$ cat config.mk
export PLATFORM = sky130hd
export DESIGN_NAME = bpe_accum
export DESIGN_NICKNAME = d
export VERILOG_FILES = /design/src/sv/bezier_point_evaluator_core_macros.svh /design/src/sv/bpe_pkg.sv /design/src/sv/bpe_accum.sv
export SDC_FILE = /design/constraint.sdc
export NUM_CORES = 1
export LEC_CHECK = 0
export CAP_MARGIN = 20
export CORE_ASPECT_RATIO = 1.75
export CORE_MARGIN = 2
export CORE_UTILIZATION = 41
export DETAILED_ROUTE_END_ITERATION = 8
export DONT_BUFFER_PORTS = 1
export SLEW_MARGIN = 30
export SYNTH_ARGS = -nofsm -noshare
export SYNTH_HDL_FRONTEND = slang
export SYNTH_SLANG_ARGS = --single-unit
$ cat constraint.sdc
create_clock -name aclk -period 8.3 [get_ports aclk]
set_input_delay 1.66 -clock aclk [delete_from_list [all_inputs] [get_ports aclk]]
set_output_delay 1.66 -clock aclk [all_outputs]
set_load 0.005 [all_outputs]
$ cat src/sv/bezier_point_evaluator_core_macros.svh
// Assertion macros for the Bezier point evaluator.
// Included by modules that carry concurrent checks; no other dependencies.
`ifndef BEZIER_POINT_EVALUATOR_CORE_MACROS_SVH
`define BEZIER_POINT_EVALUATOR_CORE_MACROS_SVH

`ifndef SYNTHESIS

// same-cycle implication
`define BPE_ASSERT_IMPL(lbl, clk, rstn, ante, cons) \
    lbl: assert property (@(posedge clk) disable iff (!(rstn)) (ante) |-> (cons)) \
        else $error("assertion failed");

// next-cycle implication
`define BPE_ASSERT_NEXT(lbl, clk, rstn, ante, cons) \
    lbl: assert property (@(posedge clk) disable iff (!(rstn)) (ante) |=> (cons)) \
        else $error("assertion failed");

`else

`define BPE_ASSERT_IMPL(lbl, clk, rstn, ante, cons)
`define BPE_ASSERT_NEXT(lbl, clk, rstn, ante, cons)

`endif

`endif

$ cat src/sv/bpe_pkg.sv
// Shared constants, types and the binomial coefficient table of the Bezier evaluator.
// No dependencies.
package bpe_pkg;

    localparam int MAX_POINTS = 10;
    localparam int IDX_W      = $clog2(MAX_POINTS);
    localparam int CNT_W      = $clog2(MAX_POINTS + 1);
    localparam int PIDX_W     = 4;
    localparam int CMD_W      = 2;
    localparam int COORD_W    = 12;
    localparam int T_W        = 17;
    localparam int T_FRAC     = 16;
    localparam int Q_FRAC     = 30;
    localparam int P_W        = Q_FRAC + 1;
    localparam int BIN_W      = MAX_POINTS;
    localparam int ACC_W      = 18;
    localparam int OUT_W      = 16;

    localparam logic [T_W-1:0] T_ONE = T_W'(1) << T_FRAC;
    localparam logic [P_W-1:0] P_ONE = P_W'(1) << Q_FRAC;

    localparam logic [CMD_W-1:0] CMD_APPEND  = 2'd0;
    localparam logic [CMD_W-1:0] CMD_REPLACE = 2'd1;
    localparam logic [CMD_W-1:0] CMD_EVAL    = 2'd2;

    typedef logic [MAX_POINTS-1:0][MAX_POINTS-1:0][BIN_W-1:0] binom_tab_t;

    typedef struct packed {
        logic pow_init;
        logic pow_step;
        logic weigh;
        logic rotate;
    } bpe_ctrl_t;

    // Pascal's triangle, row k holds C(k,i)
    function automatic binom_tab_t binom_table();
        binom_tab_t tab;
        tab = '0;
        for (int k = 0; k < MAX_POINTS; k++) begin
            for (int i = 0; i < MAX_POINTS; i++) begin
                if (i == 0) begin
                    tab[k][i] = BIN_W'(1);
                end else if (i <= k) begin
                    tab[k][i] = tab[k-1][i-1] + tab[k-1][i];
                end
            end
        end
        return tab;
    endfunction

    localparam binom_tab_t BINOM = binom_table();

endpackage

$ cat src/sv/bpe_accum.sv
// Running Bernstein sum for one coordinate: adds weight*coord in Q30 and
// truncates toward zero after every term. Uses bpe_pkg.
module bpe_accum (
    input  logic                                   aclk,
    input  logic                                   clear,
    input  logic                                   acc_en,
    input  logic [bpe_pkg::P_W-1:0]                weight,
    input  logic signed [bpe_pkg::COORD_W-1:0]     coord,
    output logic signed [bpe_pkg::ACC_W-1:0]       sum
);

    localparam int PROD_W = bpe_pkg::P_W + 1 + bpe_pkg::COORD_W;
    localparam int F_W    = bpe_pkg::ACC_W + bpe_pkg::Q_FRAC;

    logic signed [bpe_pkg::ACC_W-1:0] sum_reg, sum_next;
    logic signed [PROD_W-1:0]         prod;
    logic signed [F_W-1:0]            full;
    logic signed [bpe_pkg::ACC_W-1:0] floor_q;
    logic                             round_up;

    assign prod     = $signed({1'b0, weight}) * coord;
    assign full     = $signed({sum_reg, {bpe_pkg::Q_FRAC{1'b0}}}) + F_W'(prod);
    assign floor_q  = full[F_W-1:bpe_pkg::Q_FRAC];
    // negative with a fraction: floor is one below the truncated value
    assign round_up = full[F_W-1] && (|full[bpe_pkg::Q_FRAC-1:0]);

    always_comb begin
        sum_next = sum_reg;
        if (clear) begin
            sum_next = '0;
        end else if (acc_en) begin
            sum_next = floor_q + bpe_pkg::ACC_W'(round_up);
        end
    end

    always_ff @(posedge aclk) begin
        sum_reg <= sum_next;
    end

    assign sum = sum_reg;

endmodule

# Yosys cells after proc, flatten, opt, wreduce, memory -nomap -nowiden
# Index checks and enable logic that the tools add are counted.
[word_totals] regBits=18 input_bits=46 out_inout_bits=18 wordCells=6
[classes] n_addsub=2 multipliers=1 reduce_logical=2
[op_table] cell="adder 48 x 44 -> 48 bit" n=1
[op_table] cell="multiplier 32 x 12 -> 44 bit" n=1
[op_table] cell="OR reduction 30 bit" n=1
[op_table] cell="adder 18 x 1 -> 18 bit" n=1
[op_table] cell="logical AND 1 bit" n=1

# Depth between registers and ports, before layout
[logic_depth] word_depth=5 ltp_mapped=30 mapped_depth_nobuf=28

# Least setup slack after synthesis
# OpenSTA, ideal clock, no wires.
[synth_timing] path_kind="input port to flip-flop" start="in coord[11] (netlist bit)" end="reg sum_reg, in the netlist sum[14]" setup_time_ps=91 arrival_time_ps=8331 required_time_ps=8209 path_slack_ps=-122 cell_stages=29 n_path_buf=2 path_cell_list="clkinv_1 > clkbuf_1 > nor2_1 > fa_1 > inv_1 > fa_1 > fa_1 > inv_1 > fa_1 > inv_1 > fa_1 > inv_1 > ha_1 > buf_2 > a21o_1 > a21boi_1 > o221a_2 > o221ai_1 > o21ai_0 > a21oi_1 > mux2i_1 > nand2_1 > a31oi_1 > ha_1 > ha_1 > inv_1 > or4_4 > or4_1 > a311oi_1"
[synth_between] elab_chain_len=5
[synth_lines] element="from (decl)" line="bpe_accum.sv:8" rtl="input logic signed [bpe_pkg::COORD_W-1:0] coord,"
[synth_lines] element="multiplier 32 x 12 -> 44 bit *" line="bpe_accum.sv:21" rtl="assign prod = $signed({1'b0, weight}) * coord;"
[synth_lines] element="adder 48 x 44 -> 48 bit *" line="bpe_accum.sv:22" rtl="assign full = $signed({sum_reg, {bpe_pkg::Q_FRAC{1'b0}}}) + F_W'(prod);"
[synth_lines] element="OR reduction 30 bit" line="bpe_accum.sv:25" rtl="assign round_up = full[F_W-1] && (|full[bpe_pkg::Q_FRAC-1:0]);"
[synth_lines] element="logical AND 1 bit" line="bpe_accum.sv:25"
[synth_lines] element="adder 18 x 1 -> 18 bit *" line="bpe_accum.sv:32" rtl="sum_next = floor_q + bpe_pkg::ACC_W'(round_up);"
[synth_lines] element="to (signal assigned)" line="bpe_accum.sv:37" rtl="sum_reg <= sum_next;"
[synth_lines] element="to (decl)" line="bpe_accum.sv:15" rtl="logic signed [bpe_pkg::ACC_W-1:0] sum_reg, sum_next;"
# Every way passes the cells marked *; elsewhere a longest branch is shown, timed or not.
# A chain may end at the register's enable or synchronous reset.

# Final worst setup path
# Ends and elaborated chain as after synthesis.

==> impl_results.md <==
* Drt first pass iters at 5
* Max-slew violation count at 0
* Most common cell after layout, fill and taps aside: inv_1
* Htree depth at 1
* GRT Total Usage at 22.5%
* Max_slew headroom at 57.0%
* DR vias/cell at 5.33
* # fillers at 3528
* Worst endpoint required time at 8.47 ns
* Max-cap violations at 0
* Latest clock arrival within the worst-skew pair at 0.26 ns
* Vias in the first global route at 12800
* Clk_skew at 0.00509 ns
* Area fraction of the dominant cell type after synthesis at 42.4%
* Finish-stage setup viols at 0
* Commonest cells after routing, fill and taps aside: 374 x inv_1, 304 x fa_1, 286 x nand2_1
* Hold path cells at 2
* Starting Density at 41.7%
* Hold Violations, Final at 0
* Die Wd at 146 µm
* Synth async-reset ratio at 0%
* Post-synthesis cell type count at 83
* DIE HEIGHT at 252 µm
* Yosys warning count at 0
* Largest area contributor in the netlist: fa_1
* Crit Path Max Fanout at 21
* Synth Cell Area at 14400 µm²
* Reg area at 360 µm²
* Syn avg cell area at 8.30 µm²
* PortBufs at 0
* Post-synth EDFFs at 0
* Worst-path clk slew at 0.05 ns
* Part of the cycle the worst path needs at 96.9%
* Least-Margin Pin Slew at 0.639 ns
* TritonCTS clock tree: built
* Initial antenna violation count at 0
* First-pass GRT wire length at 65100 µm
* Ant. Diodes at 0
* Core Region at 34500 µm²
* Max FFs per register at 18
* Gp weighted congestion at 0.897
* CTS buffer count at 3
* Worst Reg-to-Reg Cells at 24
* Layout area overhead at 7.12%
* Seq cells post-synth at 18
* Via count at 11700
* Worst setup EP type: flop
* Pin count of the biggest net entering global routing at 34
* DP Wirelength at 34200 µm
* Crit path arrival time at 8.22 ns
* Initial DRC Count at 459
* Fmax at 124 MHz
* Final Net Count at 2195
* Status: complete, no violations
* ANT nets after route at 0
* CTS sink count at 18
* Multi-input logic area at 12300 µm²
* DRC at 0
* Predominant post-synthesis flop cell: dfxtp_1
* Critical path type: input port to flop
* Wire per inst at 18.5 µm
* Gate count of the mapped netlist at 1732
* Synth area leaders: fa_1 42%, ha_1 10%, inv_1 9.8%, nand2_1 7.5%, and2_1 4.8%
* Placement Setup Slack at -0.267 ns
* FP Rows at 90
* I/O pins at 64
* CP Launch Type: input port
* Overflow left after global routing at 0
* Post-Syn Nets at 2200
* Register area share after synthesis at 2.51%
* Final critical-path required period at 8.05 ns
* Post-Route WL at 40400 µm
* Root Buffer: clkbuf_16
* Share of cells above drive strength 1 at 9.15%
* Hold-fix buffers, CTS at 0
* Clock buffer depth at 2
* Hold WC Path Type: flop to flop
* Die ar. at 36600 µm²
* Worst setup margin at 0.253 ns
## cell type report
cell class	instances	share of cell area (%)
Sequential cell	18	2.34
Inverter	375	9.14
Multi-Input combinational cell	1244	79.9
Tap cell	460	3.74
Clock buffer	4	0.577
Timing Repair Buffer	85	4.25
## critical path, stage by stage
cell and delay (ns):
clkinv_1 0.10, buf_12 0.18, nor2_1 0.13, fa_1 0.45
fa_1 0.51, fa_1 0.42, fa_1 0.50, inv_1 0.05
fa_1 0.49, inv_1 0.05, ha_1 0.28, nand4_1 0.19
nor3_2 0.24, o2111ai_2 0.19, a31oi_4 0.28, o21ai_4 0.10
a21oi_2 0.20, mux2i_1 0.25, nand2_1 0.12, a31oi_1 0.20
ha_2 0.21, ha_1 0.17, inv_1 0.08, or4_4 0.53
or4_1 0.40, a311oi_1 0.24
## metal layers
metal	track usage [%]	up-vias	share of wire, %	routed length [µm]
li1	-	5264	-	-
met1	22.2	6010	33	13500
met2	45.7	273	58	23400
met3	1.19	107	2.3	945
met4	12.6	0	6.4	2570
met5	0	-	0	0
## synth_stat cells (5+ instances only)
master / number
inv_1: 374
fa_1: 304
nand2_1: 286
ha_1: 118
and2_1: 110
clkbuf_1: 72
nor2_1: 71
a21oi_1: 38
xnor2_1: 27
o21ai_0: 23
nand2b_1: 21
a21o_1: 19
nand4_1: 19
dfxtp_1: 18
nand3_1: 15
a211oi_1: 14
nor3_1: 13
xor2_1: 13
a21oi_2: 9
a31oi_1: 8
buf_6: 8
o21ai_1: 8
or2_2: 8
and3_1: 7
buf_2: 7
nor4_1: 7
o211ai_1: 7
a311oi_1: 6
or3_1: 6
nor4b_1: 5
o21a_1: 5
## through the flow
step	util (%)	instance area (µm²)	setup TNS (ns)	hold WS, ns	instances
final	44.7	15400	0	0.535	2186
after global routing	44.7	15400	-0.0715	0.567	2186
after CTS	44.1	15200	0	0.546	2182
after detailed placement	43.9	15100	-0.474	0.538	2178
after global placement	43.9	15100	-0.144	0.521	2178
after floorplan	-	14400	0	0.488	1732
## cell families (layout without fill, tap and decap cells)
group | Yosys count | in the layout | synth area share (%)
buffers and inverters | 470 | 464 | 13.0
AOI/OAI and AO/OA | 182 | 182 | 9.18
DFF | 18 | 18 | 2.51
and+or+nand+nor | 595 | 595 | 19.9
xor gates and xnor gates | 41 | 41 | 2.55
muxes | 4 | 4 | 0.279
adders and majority gates | 422 | 422 | 52.6
## what timing repair did
item / in CTS / in global routing
pin swaps: 0 / 14
setup buffers: 0 / 4
endpoints found under the setup margin: 1 / 13
endpoints found under the hold margin: 0 / 0
resized for setup: 1 / 32
## path summary, 6_finish.rpt
path                              from                    to  slack [ns]
setup / recovery             coord[11]  sum[14]$_SDFFE_PP0P_        0.25
setup reg to reg   sum[2]$_SDFFE_PP0P_  sum[14]$_SDFFE_PP0P_        1.97
hold reg to reg   sum[15]$_SDFFE_PP0P_  sum[15]$_SDFFE_PP0P_        0.53
hold / removal    sum[15]$_SDFFE_PP0P_  sum[15]$_SDFFE_PP0P_        0.53
Power is left out: the tool's default activity adds up to more than one toggle a clock period on the data nets, which glitch-free logic cannot reach.
