===== src/sv/bezier_point_evaluator_core_macros.svh =====
// Assertion macros for the Bezier point evaluator.
// Included by modules that carry concurrent checks; no other dependencies.
`ifndef BEZIER_POINT_EVALUATOR_CORE_MACROS_SVH
`define BEZIER_POINT_EVALUATOR_CORE_MACROS_SVH

`ifndef SYNTHESIS

// same-cycle implication
`define BPE_ASSERT_IMPL(lbl, clk, rstn, ante, cons) \
    lbl: assert property (@(posedge clk) disable iff (!(rstn)) (ante) |-> (cons)) \
        else $error("assertion failed");

// next-cycle implication
`define BPE_ASSERT_NEXT(lbl, clk, rstn, ante, cons) \
    lbl: assert property (@(posedge clk) disable iff (!(rstn)) (ante) |=> (cons)) \
        else $error("assertion failed");

`else

`define BPE_ASSERT_IMPL(lbl, clk, rstn, ante, cons)
`define BPE_ASSERT_NEXT(lbl, clk, rstn, ante, cons)

`endif

`endif


===== src/sv/bpe_pkg.sv =====
// Shared constants, types and the binomial coefficient table of the Bezier evaluator.
// No dependencies.
package bpe_pkg;

    localparam int MAX_POINTS = 10;
    localparam int IDX_W      = $clog2(MAX_POINTS);
    localparam int CNT_W      = $clog2(MAX_POINTS + 1);
    localparam int PIDX_W     = 4;
    localparam int CMD_W      = 2;
    localparam int COORD_W    = 12;
    localparam int T_W        = 17;
    localparam int T_FRAC     = 16;
    localparam int Q_FRAC     = 30;
    localparam int P_W        = Q_FRAC + 1;
    localparam int BIN_W      = MAX_POINTS;
    localparam int ACC_W      = 18;
    localparam int OUT_W      = 16;

    localparam logic [T_W-1:0] T_ONE = T_W'(1) << T_FRAC;
    localparam logic [P_W-1:0] P_ONE = P_W'(1) << Q_FRAC;

    localparam logic [CMD_W-1:0] CMD_APPEND  = 2'd0;
    localparam logic [CMD_W-1:0] CMD_REPLACE = 2'd1;
    localparam logic [CMD_W-1:0] CMD_EVAL    = 2'd2;

    typedef logic [MAX_POINTS-1:0][MAX_POINTS-1:0][BIN_W-1:0] binom_tab_t;

    typedef struct packed {
        logic pow_init;
        logic pow_step;
        logic weigh;
        logic rotate;
    } bpe_ctrl_t;

    // Pascal's triangle, row k holds C(k,i)
    function automatic binom_tab_t binom_table();
        binom_tab_t tab;
        tab = '0;
        for (int k = 0; k < MAX_POINTS; k++) begin
            for (int i = 0; i < MAX_POINTS; i++) begin
                if (i == 0) begin
                    tab[k][i] = BIN_W'(1);
                end else if (i <= k) begin
                    tab[k][i] = tab[k-1][i-1] + tab[k-1][i];
                end
            end
        end
        return tab;
    endfunction

    localparam binom_tab_t BINOM = binom_table();

endpackage


===== src/sv/bpe_cell.sv =====
// One control point cell: stores a point, builds its Bernstein power product
// and weight, and rotates point and weight to its neighbor. Uses bpe_pkg.
module bpe_cell (
    input  logic                                     aclk,
    input  bpe_pkg::bpe_ctrl_t                       ctrl,
    input  logic                                     wr_en,
    input  logic signed [bpe_pkg::COORD_W-1:0]       wr_x,
    input  logic signed [bpe_pkg::COORD_W-1:0]       wr_y,
    input  logic [bpe_pkg::IDX_W-1:0]                cell_idx,
    input  logic [bpe_pkg::IDX_W-1:0]                step,
    input  logic [bpe_pkg::T_W-1:0]                  t_val,
    input  logic [bpe_pkg::T_W-1:0]                  u_val,
    input  logic [bpe_pkg::BIN_W-1:0]                coef,
    input  logic signed [bpe_pkg::COORD_W-1:0]       nb_x,
    input  logic signed [bpe_pkg::COORD_W-1:0]       nb_y,
    input  logic [bpe_pkg::P_W-1:0]                  nb_w,
    output logic signed [bpe_pkg::COORD_W-1:0]       x_out,
    output logic signed [bpe_pkg::COORD_W-1:0]       y_out,
    output logic [bpe_pkg::P_W-1:0]                  w_out
);

    localparam int POW_PW = bpe_pkg::P_W + bpe_pkg::T_W;
    localparam int WGT_PW = bpe_pkg::BIN_W + bpe_pkg::P_W;

    logic signed [bpe_pkg::COORD_W-1:0] x_reg, x_next;
    logic signed [bpe_pkg::COORD_W-1:0] y_reg, y_next;
    logic [bpe_pkg::P_W-1:0]            p_reg, p_next;
    logic [bpe_pkg::P_W-1:0]            w_reg, w_next;
    logic [bpe_pkg::T_W-1:0]            mult_sel;
    logic [POW_PW-1:0]                  pow_prod;
    logic [WGT_PW-1:0]                  w_prod;

    // t for the first cell_idx steps, then u
    assign mult_sel = (step < cell_idx) ? t_val : u_val;
    assign pow_prod = POW_PW'(p_reg) * POW_PW'(mult_sel);
    // weight never exceeds 2^30, so the low bits hold it exactly
    assign w_prod   = WGT_PW'(coef) * WGT_PW'(p_reg);

    always_comb begin
        x_next = x_reg;
        y_next = y_reg;
        p_next = p_reg;
        w_next = w_reg;
        if (wr_en) begin
            x_next = wr_x;
            y_next = wr_y;
        end else if (ctrl.rotate) begin
            x_next = nb_x;
            y_next = nb_y;
        end
        if (ctrl.pow_init) begin
            p_next = bpe_pkg::P_ONE;
        end else if (ctrl.pow_step) begin
            p_next = pow_prod[bpe_pkg::T_FRAC +: bpe_pkg::P_W];
        end
        if (ctrl.weigh) begin
            w_next = w_prod[bpe_pkg::P_W-1:0];
        end else if (ctrl.rotate) begin
            w_next = nb_w;
        end
    end

    always_ff @(posedge aclk) begin
        x_reg <= x_next;
        y_reg <= y_next;
        p_reg <= p_next;
        w_reg <= w_next;
    end

    assign x_out = x_reg;
    assign y_out = y_reg;
    assign w_out = w_reg;

endmodule


===== config.mk =====
export PLATFORM = sky130hd
export DESIGN_NAME = bpe_cell
export DESIGN_NICKNAME = d
export VERILOG_FILES = /design/src/sv/bezier_point_evaluator_core_macros.svh /design/src/sv/bpe_pkg.sv /design/src/sv/bpe_cell.sv
export SDC_FILE = /design/constraint.sdc
export NUM_CORES = 2
export LEC_CHECK = 0
export BUFFER_PORTS_ARGS = -buffer_cell sky130_fd_sc_hd__buf_4
export CAP_MARGIN = 20
export CORE_MARGIN = 10
export CORE_UTILIZATION = 58
export CTS_CLUSTER_SIZE = 12
export DETAILED_ROUTE_END_ITERATION = 10
export HOLD_SLACK_MARGIN = 0.12
export PLACE_DENSITY_LB_ADDON = 0.2
export SETUP_SLACK_MARGIN = 0.02
export SYNTH_ARGS = -nofsm -noshare
export SYNTH_HDL_FRONTEND = slang
export SYNTH_SLANG_ARGS = --single-unit

===== constraint.sdc =====
create_clock -name aclk -period 7.4 [get_ports aclk]
set_input_delay 0.37 -clock aclk [delete_from_list [all_inputs] [get_ports aclk]]
set_output_delay 0.37 -clock aclk [all_outputs]
set_load 0.01 [all_outputs]

# ---- After elaboration in Yosys (flattened, before gate mapping)
# Cells that the tools add are included.
dict set report totals {
  regBits 86
  latch_bits 0
  mem_bits_rw 0
  mem_bits_ro 0
  inputBits 137
  out_inout_bits 55
  wordCells 16
  memories 0
}
dict set report op_classes {
  n_addsub 0
  mul 2
  div 0
  magnitude_cmp 1
  n_eq_ne 0
  n_shift 0
  n_mux 7
  n_bitwise 0
  reduce_logical 2
}
# cell count
set ops {}
lappend ops {{31-bit 2-to-1 mux} 2}
lappend ops {{12-bit 2-to-1 mux} 4}
lappend ops {{31-bit by 17-bit multiplier with 47-bit output} 1}
lappend ops {{10-bit by 31-bit multiplier with 31-bit output} 1}
lappend ops {{17-bit 2-to-1 mux} 1}
lappend ops {{4-bit < comparator} 1}
lappend ops {{2-bit nonzero test} 2}

# ---- Longest topological paths before layout
dict set report logic_depth {
  ltp_word 3
  mapped_depth 31
  mapped_depth_nobuf 29
}

# ---- Worst setup path before layout
# No wires, ideal clock.
dict set report synth_timing {
  kind {in2reg}
  from {in cell_idx[1] (netlist name)}
  to {reg p_reg[30] (netlist name)}
  setup_time_ns 0.114
  arrival_ns 7.737
  required_time_ns 7.286
  path_slack_ns -0.451
  path_stages 29
  n_path_buf 2
  cell_sequence {inv_1 > ha_1 > a21o_1 > a21o_1 > a21oi_2 > clkbuf_1 > mux2_2 > clkbuf_1 > and2_1 > fa_1 > inv_1 > fa_1 > fa_1 > inv_1 > fa_1 > fa_1 > inv_1 > fa_1 > inv_1 > ha_1 > and4_1 > nand2_1 > o211ai_1 > o211ai_1 > or3b_1 > a221oi_2 > xnor2_1 > mux2_1 > a21o_1}
}
dict set report synth_between {
  elab_chain_len 3
}
# item line_no
set synth_lines {}
lappend synth_lines {{from (decl)} bpe_cell.sv:9} ;# input logic [bpe_pkg::IDX_W-1:0] cell_idx,
lappend synth_lines {{4-bit < comparator} bpe_cell.sv:34} ;# assign mult_sel = (step < cell_idx) ? t_val : u_val;
lappend synth_lines {{17-bit 2-to-1 mux} bpe_cell.sv:34}
lappend synth_lines {{31-bit by 17-bit multiplier with 47-bit output} bpe_cell.sv:35} ;# assign pow_prod = POW_PW'(p_reg) * POW_PW'(mult_sel);
lappend synth_lines {{to (signal assigned)} bpe_cell.sv:66} ;# p_reg <= p_next;
lappend synth_lines {{to (decl)} bpe_cell.sv:27} ;# logic [bpe_pkg::P_W-1:0] p_reg, p_next;
# Every way passes these cells.
# A chain may end at the register's enable or synchronous reset.

# ---- Final worst setup path
# Same ends and word-level chain as after synthesis.

==> reports/qor.csv <==
metric,value,unit
outcome,"complete, but fails checks",
failing checks,negative setup slack,
minimum clock period,7510,ps
# IOs,192,
Synth Area in Compound Gates,5.16,%
H-tree depth,3,
CP Depth,32,
"CTS clk-pin slew, worst paths",100,ps
RSZ-0062 raised after global routing,true,
Final Hold Fails,0,
WL final,73.7,mm
worst slew pin tran,929,ps
Synth Area in Adders,52.7,%
WP data arrival,7790,ps
Die Wd,238,um
Post-Syn Area,27500,um^2
Num CTS Buffers,9,
WL met3,4.35,mm
sequential area share after synthesis,8.26,%
CP Capture Type,flop,
end of the worst register-to-register path,p_reg[30],
initial antenna violation count,0,
ant diodes,0,
"EDFF count, synth",55,
Post-synth top cells,"inv_1, fa_1, nand2_1, and2_1, clkbuf_1",
die area,56500,um^2
CTS tree,yes,
Max-cap violations,0,
min setup slack post-route,-115,ps
synthesized area per cell,8.97,um^2
FF-to-FF setup slack,500,ps
worst setup path end,p_reg[30],
uppermost layer routed,met4,
Synth area leader,fa_1,
Vias/cell,5.55,
DIE HEIGHT,238,um
FP Rows,79,
Hold Path Class,in -> reg,
M1 wire length,26.7,mm
Filler cells,3739,
Initial Util,58.8,%
CP Class,in -> reg,
mux contribution to synthesized area,3.14,%
WL met2,38.8,mm
Yosys reg bits,86,
ys async rst share,0,%
final worst path period share,102,%
Synth Area in Simple Gates,17.0,%
main combinational cell family by area after synthesis,adder cells,
Syn-to-layout area delta,15.2,%
first-pass GRT wire length,118,mm
Critical Path Source Type,primary input,
YS warnings,0,
Synth Flop Type,edfxtp_1,
reg2reg path depth,20,
DRC Markers,0,
# setup viols final,2,
worst-skew pair later-pin latency,400,ps
placer's final routability congestion estimate,0.903,
Max stage delay on crit path,540,ps
Synth Net Count,3988,
Routed Antenna Nets,0,
most numerous cell in the Yosys netlist,inv_1,
GRT Total Usage,26.0,%
vias in the first global route,23544,
reg2reg start,p_reg[13],
Root Driver,clkbuf_16,
# nets final,4226,
Peak Freq,0.133,GHz
Worst Setup SP,cell_idx[1],
Synth Instances,3066,
Worst Path Buf+Inv,11,
cell family with most CP delay,adder cells,
skew final,23.7,ps
largest net degree at the start of global routing,42,
DPL Wire Length,58.6,mm
TritonCTS sink count,86,
DR pass1 iterations,5,
max-slew violations,0,
area fraction of the dominant cell type after synthesis,45.2,%
Port Buf Inserts,191,
layout cell share with drive strength beyond 1,17.7,%
"Slowest-stage cell, CP",fa_2,
post-DR wirelength/cell,18.8,um
total vias in the final route,21741,
clk buf depth,2,
Min Hold Slack,268,ps
CP max FO,6,
Core Area,46800,um^2
drt initial violations,1439,
worst relative slew slack,38.0,%
CP required,7680,ps
total congestion overflow,0,
largest cells by area after synthesis,"fa_1, inv_1, ha_1, nand2_1, and2_1",
"Distinct cells, synth",70,
XOR/XNOR Fraction of Synth Area,1.97,%
[per-layer routing]
| metal | up-vias | GRT usage (%) |
|---|---|---|
| met5 | - | 0 |
| li1 | 9540 | - |
| met4 | 0 | 12.6 |
| met2 | 797 | 47.5 |
| met1 | 11170 | 29.7 |
| met3 | 234 | 3.27 |
[final cells by class]
cell class	count	area, um^2	area share, %
Multi-Input combinational cell	2119	22600	71.2
Clock buffer	9	225	0.711
Inverter	690	2590	8.18
Sequential cell	86	2270	7.17
Timing Repair Buffer	398	3210	10.1
Tap cell	607	759	2.40
Clock inverter	7	73.8	0.233
[through the flow]
| step | area [um^2] | TNS (ps) | utilization, % | instances | worst slack [ps] |
|---|---|---|---|---|---|
| finish | 31700 | -129 | 67.8 | 3916 | -115 |
| detailed placement | 30700 | -7560 | 65.6 | 3870 | -636 |
| global placement | 30700 | -8190 | 65.6 | 3870 | -700 |
| floorplan | 27700 | 0 | - | 3066 | 31.1 |
| global route | 31700 | -767 | 67.8 | 3916 | -225 |
| CTS | 31100 | -285 | 66.5 | 3890 | -176 |
[placed cells by master (no fill, tap or decap), types with 12 or more instances in the layout]
cell / netlist / layout
a21oi_1: 54 / 46
buf_4: 0 / 372
ha_4: 0 / 14
fa_1: 621 / 610
dfxtp_1: 31 / 31
a21o_1: 34 / 34
mux2_4: 0 / 19
mux2_2: 65 / 53
and2_1: 304 / 296
o21ai_0: 33 / 29
buf_6: 0 / 12
nand3_1: 14 / 14
edfxtp_1: 55 / 55
ha_1: 164 / 148
xnor2_1: 46 / 45
inv_2: 0 / 15
xor2_1: 16 / 16
nand2_1: 537 / 535
inv_1: 690 / 674
mux2i_1: 12 / 12
nor2_1: 50 / 49
[logic make-up (layout without fill, tap and decap cells)]
family                   after synthesis  in the layout
AND/OR/NAND/NOR                      979            979
buffers and inverters                867           1104
adder cells (fa/ha/maj)              785            785
AO/OA/AOI/OAI                        209            209
flip-flops                            86             86
multiplexers                          78             84
XOR/XNOR                              62             62
[worst reg2reg max path, stage by stage, from the launching register on]
cell,delay [ps]
dfxtp_1,750
buf_4,380
nand2_1,110
fa_1,510
inv_1,60
fa_1,500
fa_1,620
fa_1,480
fa_1,560
inv_1,50
fa_1,480
inv_1,70
ha_4,220
or3_1,360
o211ai_1,160
o22ai_4,140
or3b_4,420
a221oi_4,290
xnor2_2,160
mux2_4,320
a21o_1,160
[worst min path at each step]
stage,startpoint,to,cells after the start
after global routing,nb_w[18],w_out[18],2
after detailed placement,p_reg[6],p_reg[6],2
after CTS,nb_w[18],w_out[18],2
after global placement,p_reg[6],p_reg[6],2
after floorplan,p_reg[26],p_reg[26],2
final,nb_w[18],w_out[18],2
[repair_timing]
action,in CTS,in global routing
gates resized for setup,26,90
buffers inserted,3,20
endpoints found under the setup margin,12,18
hold buffers,0,0
pin swaps,19,64
endpoints found under the hold margin,0,0
cloned,2,5
Power is not shown: default switching activity piles up to over one toggle a cycle in this logic, so the estimate is an artifact.
